### src/design/tanc_pkg.sv
// Package for the tile-average nearest color matcher: field widths, command codes,
// register indexes and grid constants. Depends on nothing.
package tanc_pkg;

    localparam int TILES_PER_SIDE = 3;
    localparam int CHANNELS       = 3;
    localparam int NTILES         = TILES_PER_SIDE * TILES_PER_SIDE;
    localparam int NENTRIES       = NTILES * CHANNELS;

    localparam int MAX_DIM_DEF = 64;
    localparam int DIM_MIN     = 2;

    localparam int CMD_W   = 2;
    localparam int POS_W   = 6;
    localparam int COLOR_W = 8;
    localparam int CFG_W   = 7;
    localparam int CFG_IDX_W = 1;
    localparam int SUM_W   = 18;
    localparam int AVG_W   = 8;
    localparam int TILE_W  = 4;
    localparam int DIST_W  = 10;

    localparam int NO_RECORD = 256 * 3;
    localparam int MAX_DIST  = 255 * 3;

    localparam logic [CFG_W-1:0] WIDTH_RST  = CFG_W'(36);
    localparam logic [CFG_W-1:0] HEIGHT_RST = CFG_W'(32);

    localparam logic [CMD_W-1:0] CMD_ACCUM    = 2'd0;
    localparam logic [CMD_W-1:0] CMD_FINISH   = 2'd1;
    localparam logic [CMD_W-1:0] CMD_CLASSIFY = 2'd2;

    localparam logic [CFG_IDX_W-1:0] CFG_WIDTH  = 1'b0;
    localparam logic [CFG_IDX_W-1:0] CFG_HEIGHT = 1'b1;

endpackage

### src/design/tile_average_nearest_color_match.sv
// Tile-average nearest color matcher. The frame is covered by a 3x3 grid of
// overlapping tiles, each half the frame wide and high. An accumulate transaction
// runs a setup state, then one sum entry per cycle over the 27 entries. A finish
// transaction walks the 27 sums through one shared restoring divider; an entry
// whose average clips at 255 skips the bit-by-bit division. A classify transaction
// runs a setup state, then one tile per cycle through one distance-and-compare
// unit, then a post state that waits until the output register is free.
// The input is stalled for the whole of a transaction; a posted result waits in
// its output register and does not hold up the next input transaction.
// Depends on tanc_pkg and tanc_div.
module tile_average_nearest_color_match import tanc_pkg::*; #(
    parameter int MAX_DIM = MAX_DIM_DEF
) (
    input  logic                 i_clk,
    input  logic                 i_rst_n,
    input  logic                 i_cfg_valid,
    output logic                 o_cfg_ready,
    input  logic [CFG_IDX_W-1:0] i_cfg_index,
    input  logic [CFG_W-1:0]     i_cfg_data,
    input  logic                 i_in_valid,
    output logic                 o_in_stall,
    input  logic [CMD_W-1:0]     i_command,
    input  logic [POS_W-1:0]     i_pos_x,
    input  logic [POS_W-1:0]     i_pos_y,
    input  logic [COLOR_W-1:0]   i_red,
    input  logic [COLOR_W-1:0]   i_green,
    input  logic [COLOR_W-1:0]   i_blue,
    output logic                 o_out_valid,
    input  logic                 i_out_stall,
    output logic [TILE_W-1:0]    o_tile_index,
    output logic [DIST_W-1:0]    o_best_distance
);

    localparam int DW     = $clog2(MAX_DIM + 1);
    localparam int HALF_W = DW - 1;
    localparam int NPX_W  = 2 * HALF_W;
    localparam int CW     = ((DW > POS_W) ? DW : POS_W) + 2;
    localparam int T_W    = $clog2(TILES_PER_SIDE);
    localparam int CH_W   = $clog2(CHANNELS);
    localparam int K_W    = $clog2(NENTRIES);

    typedef enum logic [2:0] {
        S_IDLE, S_SETUP, S_ACC, S_FIN_START, S_FIN_WAIT, S_CLS, S_EMIT
    } t_state;

    t_state              r_state;
    logic [CFG_W-1:0]    r_width;
    logic [CFG_W-1:0]    r_height;
    logic [CMD_W-1:0]    r_cmd;
    logic [POS_W-1:0]    r_pos_x;
    logic [POS_W-1:0]    r_pos_y;
    logic [COLOR_W-1:0]  r_col [CHANNELS];
    logic [SUM_W-1:0]    r_sums [NENTRIES];
    logic [AVG_W-1:0]    r_avg [NTILES][CHANNELS];
    logic [TILES_PER_SIDE-1:0] r_mask_x;
    logic [TILES_PER_SIDE-1:0] r_mask_y;
    logic [NPX_W-1:0]    r_npx;
    logic [T_W-1:0]      r_tx;
    logic [T_W-1:0]      r_ty;
    logic [CH_W-1:0]     r_ch;
    logic [K_W-1:0]      r_k;
    logic [DIST_W-1:0]   r_record;
    logic [TILE_W-1:0]   r_winner;
    logic                r_out_valid;
    logic [TILE_W-1:0]   r_out_tile;
    logic [DIST_W-1:0]   r_out_dist;

    logic [DW-1:0]       w_dim;
    logic [DW-1:0]       h_dim;
    logic [TILES_PER_SIDE-1:0] mask_x;
    logic [TILES_PER_SIDE-1:0] mask_y;
    logic [NPX_W-1:0]    npx;
    logic [TILE_W-1:0]   tile_idx;
    logic                covered;
    logic [SUM_W:0]      acc_sum;
    logic [SUM_W-1:0]    acc_sat;
    logic [DIST_W-1:0]   cls_dist;
    logic                last_ch;
    logic                last_tx;
    logic                last_ty;
    logic                div_start;
    logic                div_done;
    logic [AVG_W-1:0]    div_quot;
    logic                out_free;

    // Frame dimensions are used clamped, so a tile always holds at least one pixel.
    always_comb begin
        if (r_width < CFG_W'(DIM_MIN)) begin
            w_dim = DW'(DIM_MIN);
        end else if (int'(r_width) > MAX_DIM) begin
            w_dim = DW'(MAX_DIM);
        end else begin
            w_dim = DW'(r_width);
        end
        if (r_height < CFG_W'(DIM_MIN)) begin
            h_dim = DW'(DIM_MIN);
        end else if (int'(r_height) > MAX_DIM) begin
            h_dim = DW'(MAX_DIM);
        end else begin
            h_dim = DW'(r_height);
        end
    end

    // Tile t spans [t*dim/4, t*dim/4 + dim/2) on each axis. A pixel beyond the
    // frame falls outside every tile, so it needs no test of its own.
    always_comb begin
        logic [CW-1:0] start_x;
        logic [CW-1:0] start_y;
        logic [CW-1:0] half_x;
        logic [CW-1:0] half_y;
        half_x = CW'(w_dim >> 1);
        half_y = CW'(h_dim >> 1);
        for (int t = 0; t < TILES_PER_SIDE; t++) begin
            start_x   = (CW'(t) * CW'(w_dim)) >> 2;
            start_y   = (CW'(t) * CW'(h_dim)) >> 2;
            mask_x[t] = (CW'(r_pos_x) >= start_x) && (CW'(r_pos_x) < start_x + half_x);
            mask_y[t] = (CW'(r_pos_y) >= start_y) && (CW'(r_pos_y) < start_y + half_y);
        end
    end

    assign npx = NPX_W'(HALF_W'(w_dim >> 1)) * NPX_W'(HALF_W'(h_dim >> 1));

    assign tile_idx = TILE_W'(r_ty) * TILE_W'(TILES_PER_SIDE) + TILE_W'(r_tx);
    assign covered  = r_mask_x[r_tx] & r_mask_y[r_ty];
    assign acc_sum  = {1'b0, r_sums[r_k]} + (SUM_W + 1)'(r_col[r_ch]);
    assign acc_sat  = acc_sum[SUM_W] ? '1 : acc_sum[SUM_W-1:0];

    always_comb begin
        logic [COLOR_W-1:0] a;
        logic [COLOR_W-1:0] c;
        cls_dist = '0;
        for (int ch = 0; ch < CHANNELS; ch++) begin
            a = r_avg[tile_idx][ch];
            c = r_col[ch];
            cls_dist = cls_dist + DIST_W'((c > a) ? c - a : a - c);
        end
    end

    assign last_ch   = r_ch == CH_W'(CHANNELS - 1);
    assign last_tx   = r_tx == T_W'(TILES_PER_SIDE - 1);
    assign last_ty   = r_ty == T_W'(TILES_PER_SIDE - 1);
    assign div_start = r_state == S_FIN_START;
    assign out_free  = !r_out_valid || !i_out_stall;

    tanc_div #(
        .DIV_W (NPX_W)
    ) u_div (
        .i_clk      (i_clk),
        .i_rst_n    (i_rst_n),
        .i_start    (div_start),
        .i_dividend (r_sums[r_k]),
        .i_divisor  (r_npx),
        .o_done     (div_done),
        .o_quot     (div_quot)
    );

    always_ff @(posedge i_clk) begin
        if (!i_rst_n) begin
            r_state     <= S_IDLE;
            r_width     <= WIDTH_RST;
            r_height    <= HEIGHT_RST;
            r_cmd       <= CMD_ACCUM;
            r_pos_x     <= '0;
            r_pos_y     <= '0;
            r_mask_x    <= '0;
            r_mask_y    <= '0;
            r_npx       <= '0;
            r_tx        <= '0;
            r_ty        <= '0;
            r_ch        <= '0;
            r_k         <= '0;
            r_record    <= '0;
            r_winner    <= '0;
            r_out_valid <= 1'b0;
            r_out_tile  <= '0;
            r_out_dist  <= '0;
            for (int i = 0; i < CHANNELS; i++) begin
                r_col[i] <= '0;
            end
            for (int i = 0; i < NENTRIES; i++) begin
                r_sums[i] <= '0;
            end
            for (int t = 0; t < NTILES; t++) begin
                for (int ch = 0; ch < CHANNELS; ch++) begin
                    r_avg[t][ch] <= '0;
                end
            end
        end else begin
            if (i_cfg_valid) begin
                unique case (i_cfg_index)
                    CFG_WIDTH:  r_width  <= i_cfg_data;
                    CFG_HEIGHT: r_height <= i_cfg_data;
                    default:    r_width  <= r_width;
                endcase
            end

            // In the post state a drained register is refilled below instead.
            if (r_out_valid && !i_out_stall && r_state != S_EMIT) begin
                r_out_valid <= 1'b0;
            end

            unique case (r_state)
                S_IDLE: begin
                    if (i_in_valid) begin
                        r_cmd    <= i_command;
                        r_pos_x  <= i_pos_x;
                        r_pos_y  <= i_pos_y;
                        r_col[0] <= i_red;
                        r_col[1] <= i_green;
                        r_col[2] <= i_blue;
                        r_tx     <= '0;
                        r_ty     <= '0;
                        r_ch     <= '0;
                        r_k      <= '0;
                        r_record <= DIST_W'(NO_RECORD);
                        r_winner <= '0;
                        r_state  <= S_SETUP;
                    end
                end
                S_SETUP: begin
                    r_mask_x <= mask_x;
                    r_mask_y <= mask_y;
                    r_npx    <= npx;
                    unique case (r_cmd)
                        CMD_ACCUM:    r_state <= S_ACC;
                        CMD_FINISH:   r_state <= S_FIN_START;
                        CMD_CLASSIFY: r_state <= S_CLS;
                        default:      r_state <= S_IDLE;
                    endcase
                end
                S_ACC, S_FIN_WAIT: begin
                    if (r_state == S_ACC || div_done) begin
                        if (r_state == S_ACC) begin
                            if (covered) begin
                                r_sums[r_k] <= acc_sat;
                            end
                        end else begin
                            r_avg[tile_idx][r_ch] <= div_quot;
                            r_sums[r_k]           <= '0;
                        end
                        r_k <= r_k + K_W'(1);
                        if (!last_ch) begin
                            r_ch <= r_ch + CH_W'(1);
                        end else begin
                            r_ch <= '0;
                            if (!last_tx) begin
                                r_tx <= r_tx + T_W'(1);
                            end else begin
                                r_tx <= '0;
                                r_ty <= r_ty + T_W'(1);
                            end
                        end
                        if (last_ch && last_tx && last_ty) begin
                            r_state <= S_IDLE;
                        end else if (r_state == S_FIN_WAIT) begin
                            r_state <= S_FIN_START;
                        end
                    end
                end
                S_FIN_START: begin
                    r_state <= S_FIN_WAIT;
                end
                S_CLS: begin
                    // Strict compare keeps the lowest tile index on a tie.
                    if (cls_dist < r_record) begin
                        r_record <= cls_dist;
                        r_winner <= tile_idx;
                    end
                    if (!last_tx) begin
                        r_tx <= r_tx + T_W'(1);
                    end else begin
                        r_tx <= '0;
                        r_ty <= r_ty + T_W'(1);
                    end
                    if (last_tx && last_ty) begin
                        r_state <= S_EMIT;
                    end
                end
                S_EMIT: begin
                    if (out_free) begin
                        r_out_valid <= 1'b1;
                        r_out_tile  <= r_winner;
                        r_out_dist  <= r_record;
                        r_state     <= S_IDLE;
                    end
                end
                default: r_state <= S_IDLE;
            endcase
        end
    end

    assign o_cfg_ready     = 1'b1;
    assign o_in_stall      = r_state != S_IDLE;
    assign o_out_valid     = r_out_valid;
    assign o_tile_index    = r_out_tile;
    assign o_best_distance = r_out_dist;

endmodule

### src/design/tanc_div.sv
// Iterative divider that turns a tile sum into an 8-bit average, saturating at 255.
// Depends on tanc_pkg for the sum and average widths.
module tanc_div import tanc_pkg::*; #(
    parameter int DIV_W = 12
) (
    input  logic               i_clk,
    input  logic               i_rst_n,
    input  logic               i_start,
    input  logic [SUM_W-1:0]   i_dividend,
    input  logic [DIV_W-1:0]   i_divisor,
    output logic               o_done,
    output logic [AVG_W-1:0]   o_quot
);

    localparam int HI_W  = SUM_W - AVG_W;
    localparam int CMP_W = (HI_W > DIV_W) ? HI_W : DIV_W;
    localparam int CNT_W = $clog2(AVG_W);

    typedef enum logic {D_IDLE, D_RUN} t_dstate;

    t_dstate            r_state;
    logic [DIV_W-1:0]   r_rem;
    logic [AVG_W-1:0]   r_low;
    logic [AVG_W-1:0]   r_quot;
    logic [CNT_W-1:0]   r_cnt;
    logic               r_done;

    logic [HI_W-1:0]    hi;
    logic               saturate;
    logic [DIV_W:0]     trial;
    logic               fits;

    // The upper bits of the sum are compared first: if they reach the divisor,
    // the quotient needs more than eight bits and is clipped.
    assign hi       = i_dividend[SUM_W-1:AVG_W];
    assign saturate = CMP_W'(hi) >= CMP_W'(i_divisor);
    assign trial    = {r_rem, r_low[AVG_W-1]};
    assign fits     = trial >= {1'b0, i_divisor};

    always_ff @(posedge i_clk) begin
        if (!i_rst_n) begin
            r_state <= D_IDLE;
            r_rem   <= '0;
            r_low   <= '0;
            r_quot  <= '0;
            r_cnt   <= '0;
            r_done  <= 1'b0;
        end else begin
            r_done <= 1'b0;
            unique case (r_state)
                D_IDLE: begin
                    if (i_start) begin
                        if (saturate) begin
                            r_quot <= '1;
                            r_done <= 1'b1;
                        end else begin
                            r_rem   <= DIV_W'(hi);
                            r_low   <= i_dividend[AVG_W-1:0];
                            r_quot  <= '0;
                            r_cnt   <= '0;
                            r_state <= D_RUN;
                        end
                    end
                end
                D_RUN: begin
                    if (fits) begin
                        r_rem <= DIV_W'(trial - {1'b0, i_divisor});
                    end else begin
                        r_rem <= trial[DIV_W-1:0];
                    end
                    r_quot <= {r_quot[AVG_W-2:0], fits};
                    r_low  <= {r_low[AVG_W-2:0], 1'b0};
                    r_cnt  <= r_cnt + CNT_W'(1);
                    if (r_cnt == CNT_W'(AVG_W - 1)) begin
                        r_done  <= 1'b1;
                        r_state <= D_IDLE;
                    end
                end
                default: r_state <= D_IDLE;
            endcase
        end
    end

    assign o_done = r_done;
    assign o_quot = r_quot;

endmodule

### config.mk
export PLATFORM = sky130hd
export DESIGN_NAME = tile_average_nearest_color_match
export DESIGN_NICKNAME = d
export VERILOG_FILES = /design/src/design/tanc_pkg.sv /design/src/design/tile_average_nearest_color_match.sv /design/src/design/tanc_div.sv
export SDC_FILE = /design/constraint.sdc
export NUM_CORES = 2
export LEC_CHECK = 0
export ABC_AREA = 1
export BUFFER_PORTS_ARGS = -buffer_cell sky130_fd_sc_hd__buf_2
export CORE_AREA = 2 2 297 299
export DETAILED_ROUTE_END_ITERATION = 10
export DIE_AREA = 0 0 299 301
export GPL_TIMING_DRIVEN = 1
export PLACE_DENSITY = 0.91
export SETUP_SLACK_MARGIN = 0.5
export SLEW_MARGIN = 20
export SYNTH_ARGS = -nofsm -noshare
export SYNTH_HDL_FRONTEND = slang
export SYNTH_SLANG_ARGS = --single-unit
export TNS_END_PERCENT = 5
### constraint.sdc
create_clock -name i_clk -period 10.4 [get_ports i_clk]
set_input_delay 1.56 -clock i_clk [delete_from_list [all_inputs] [get_ports i_clk]]
set_output_delay 1.56 -clock i_clk [all_outputs]
set_load 0.01 [all_outputs]
==> flow_summary.json <==
{
  "status": "finished clean",
  "crit_buf_inv": 11,
  "ys_ff_latch": 1113,
  "antenna_found_initial": 3,
  "cts.sinks": 1113,
  "cp-start-kind": "flip-flop",
  "synth-adder-area-share_pct": 5.60,
  "overflow": 0,
  "cts_max_level": 3,
  "vias": 43623,
  "crit_type": "flip-flop to flip-flop",
  "cts_tree": "yes",
  "rrSetupSlack_ps": 1400,
  "finalHoldViolCount": 0,
  "route.detailed.drc": 0,
  "gp_congestion": 0.950,
  "worst_pin_slew_ps": 1230,
  "synth_cell_type_count": 58,
  "synth_area_mm2": 0.0550,
  "cp_slowest_cell": "fa_2",
  "cts_setup_buffers": 0,
  "final_antenna_net_count": 0,
  "setup_tns_ps": 0,
  "cts_buffers": 105,
  "drtPass1Iterations": 10,
  "finalClockSkew_ps": 44.7,
  "ys_top_cells_by_area": "edfxtp_1, nor2_1, nand2_1",
  "rsz0062_at_grt": "no",
  "vias_per_cell": 6.49,
  "period_share_pct": 86.5,
  "critPathCaptureType": "flip-flop",
  "track_usage_pct": 33.6,
  "synthFlopType": "edfxtp_1",
  "row_count": 108,
  "syn-instance-count": 5583,
  "grt_pass1_vias": 42451,
  "initial_core_util_pct": 63.6,
  "portBuffers": 66,
  "hpwl_um": 92100,
  "ys_async_sr_fraction_pct": 0,
  "finalWirelength_um": 154000,
  "syn_area_per_cell_um2": 9.85,
  "fp.coreArea_mm2": 0.0865,
  "syn-num-nets": 5857,
  "synth_edf_count": 984,
  "critPathRequiredTime_ps": 10940,
  "fin_total_pwr_mw": 15.9,
  "crit_fanout": 14,
  "fin_cells": 6723,
  "final_util_pct": 67.9,
  "synth_xor_area_share_pct": 0.987,
  "clk_latency_ps": 720,
  "routedWlPerCell_um": 22.9,
  "maxSlewViolCount": 0,
  "dp.cells": 6525,
  "pwr_density_cell_mw_per_mm2": 271,
  "yosysWarnings": 0,
  "yosys.area_share.simple_pct": 19.0,
  "cp_slowest_stage_delay_ps": 570,
  "die_area_mm2": 0.0900,
  "cts_buffer_depth": 3,
  "regArea_mm2": 0.0321,
  "chipHeight_um": 301,
  "fill_cells": 5840,
  "arrival_ps": 9540,
  "grt_pass1_wl_um": 234000,
  "hold_class": "flip-flop to flip-flop",
  "ys_seq_area_share_pct": 58.4,
  "drive_gt1_share_pct": 7.44,
  "fmax_mhz": 111,
  "finalCriticalPeriod_ps": 9000,
  "maxCapViolCount": 0,
  "relSlewSlack_pct": 17.7,
  "clk_pin_slew_worst_paths_ps": 60,
  "leakagePower_nw": 23.1,
  "synth-compound-area-share_pct": 9.97,
  "crit_top_cell": "nand2_1",
  "io_pins": 68,
  "area_growth_pct": 6.74,
  "muxShareOfSynthArea_pct": 0.0910,
  "nets": 5752,
  "die_w_um": 299,
  "grt_max_degree": 187,
  "synth.largest_area_cell": "edfxtp_1",
  "synth.top_cell.area_share_pct": 53.7,
  "synth_top_family_by_area": "simple AND/OR/NAND/NOR gates",
  "multi_input_area_mm2": 0.0197,
  "cts.hold.buffers_added": 0,
  "drtIter0Drc": 7307,
  "setup_viol": 0,
  "cp_top_family": "adder cells",
  "cts-root-buf": "clkbuf_16",
  "ir_worst_vdd_mv": 0.464
}
area by class of cell:
| class | instances | area share (%) |
|---|---|---|
| sequential | 1113 | 54.7 |
| timing repair inverter | 1 | 0.0128 |
| tap | 1155 | 2.46 |
| multi-input combinational | 3750 | 33.5 |
| timing repair buffer | 119 | 1.31 |
| clock inverter | 47 | 0.535 |
| clock buffer | 149 | 4.95 |
| inverter | 388 | 2.53 |
| antenna | 1 | 0.00426 |
placed cells by master (no fill, tap or decap), types with 9 or more instances in the layout:
| cell type | count |
|---|---|
| a211oi_1 | 11 |
| a21oi_1 | 259 |
| a221oi_1 | 40 |
| a31oi_1 | 19 |
| buf_2 | 65 |
| buf_4 | 49 |
| clkbuf_1 | 33 |
| clkbuf_16 | 106 |
| clkbuf_8 | 9 |
| clkinv_1 | 18 |
| clkinv_2 | 18 |
| dfxtp_1 | 126 |
| edfxtp_1 | 984 |
| fa_1 | 38 |
| ha_1 | 182 |
| inv_1 | 367 |
| inv_2 | 12 |
| nand2_1 | 970 |
| nand2_2 | 16 |
| nand3_1 | 358 |
| nand4_1 | 16 |
| nor2_1 | 1059 |
| nor2_2 | 75 |
| nor3_1 | 14 |
| o211ai_1 | 28 |
| o21ai_0 | 366 |
| o21ai_4 | 10 |
| o221ai_1 | 83 |
| o22ai_1 | 52 |
| or3_1 | 9 |
| xnor2_1 | 24 |
| xor2_1 | 38 |
kinds of logic (layout without fill, tap and decap cells):
group                      Yosys count  count (layout)
other                                1               2
adders and majority gates          223             223
and+or+nand+nor                   2543            2543
AOI/OAI and AO/OA                  916             916
buffers and inverters              720             704
xor gates and xnor gates            62              62
muxes                                5               5
DFF                               1113            1113
per-layer routing:
layer / GRT usage [%] / up-vias / wire (µm)
met5: 0.106 / - / 13
met4: 21.6 / 2 / 11300
met3: 7.97 / 820 / 21200
met2: 53.8 / 3738 / 70700
met1: 41.0 / 20154 / 50500
li1: - / 18909 / -
Yosys cell counts, types with 19 or more instances:
master,number
nor2_2,75
ha_1,184
buf_6,48
o221ai_1,83
dfxtp_1,129
nor2_1,1060
edfxtp_1,984
a21oi_1,259
a31oi_1,19
o211ai_1,28
nand2_1,970
o22ai_1,52
fa_1,39
buf_2,56
clkbuf_1,187
o21ai_0,366
xnor2_1,24
inv_1,369
buf_1,19
xor2_1,38
nand3_1,358
a221oi_1,40
final timing paths:
path | startpoint | end | depth (start not counted)
max | r_ty[0]$_SDFFE_PN0P_ | r_record[6]$_SDFFE_PN0P_ | 50
min | u_div.r_rem[11]$_SDFFE_PN0P_ | u_div.r_rem[11]$_SDFFE_PN0P_ | 2
max reg2reg | r_ty[0]$_SDFFE_PN0P_ | r_record[6]$_SDFFE_PN0P_ | 50
min reg2reg | u_div.r_rem[11]$_SDFFE_PN0P_ | u_div.r_rem[11]$_SDFFE_PN0P_ | 2
tightest hold or removal path, cell delays in order, from the launching register on:
cell,delay (ps)
dfxtp_1,310
nand2_1,60
a21oi_1,60
sequential cells by signal, summed over array words and instances, names as in the netlist, 4 cells and up, named ones only:
signal           cells
o_best_distance     10
o_tile_index         4
r_avg              384
r_col               24
r_height             7
r_k                  5
r_npx               12
r_pos_x              6
r_pos_y              6
r_record            10
r_sums             576
r_width              7
r_winner             4
u_div.o_quot         8
u_div.r_low          8
u_div.r_rem         12
stage by stage:
stage	cell area, µm²	setup slack [ps]	hold slack (ps)
finish	58700	1400	471
global route	58700	675	493
CTS	58700	1100	468
detailed placement	55500	1160	460
global placement	55500	1360	452
floorplan	55000	2580	444
timing repair:
action                     CTS  global route
hold endpoints to repair     0             0
gates resized for setup      0            10
setup endpoints to repair    0            12
where the power goes:
part / internal [mW] / switching (mW)
sequential: 5.17 / 0.157
combinational: 2.15 / 4.74
clock: 1.98 / 1.69
total: 9.30 / 6.59
Power figures use the tool's default switching activity.
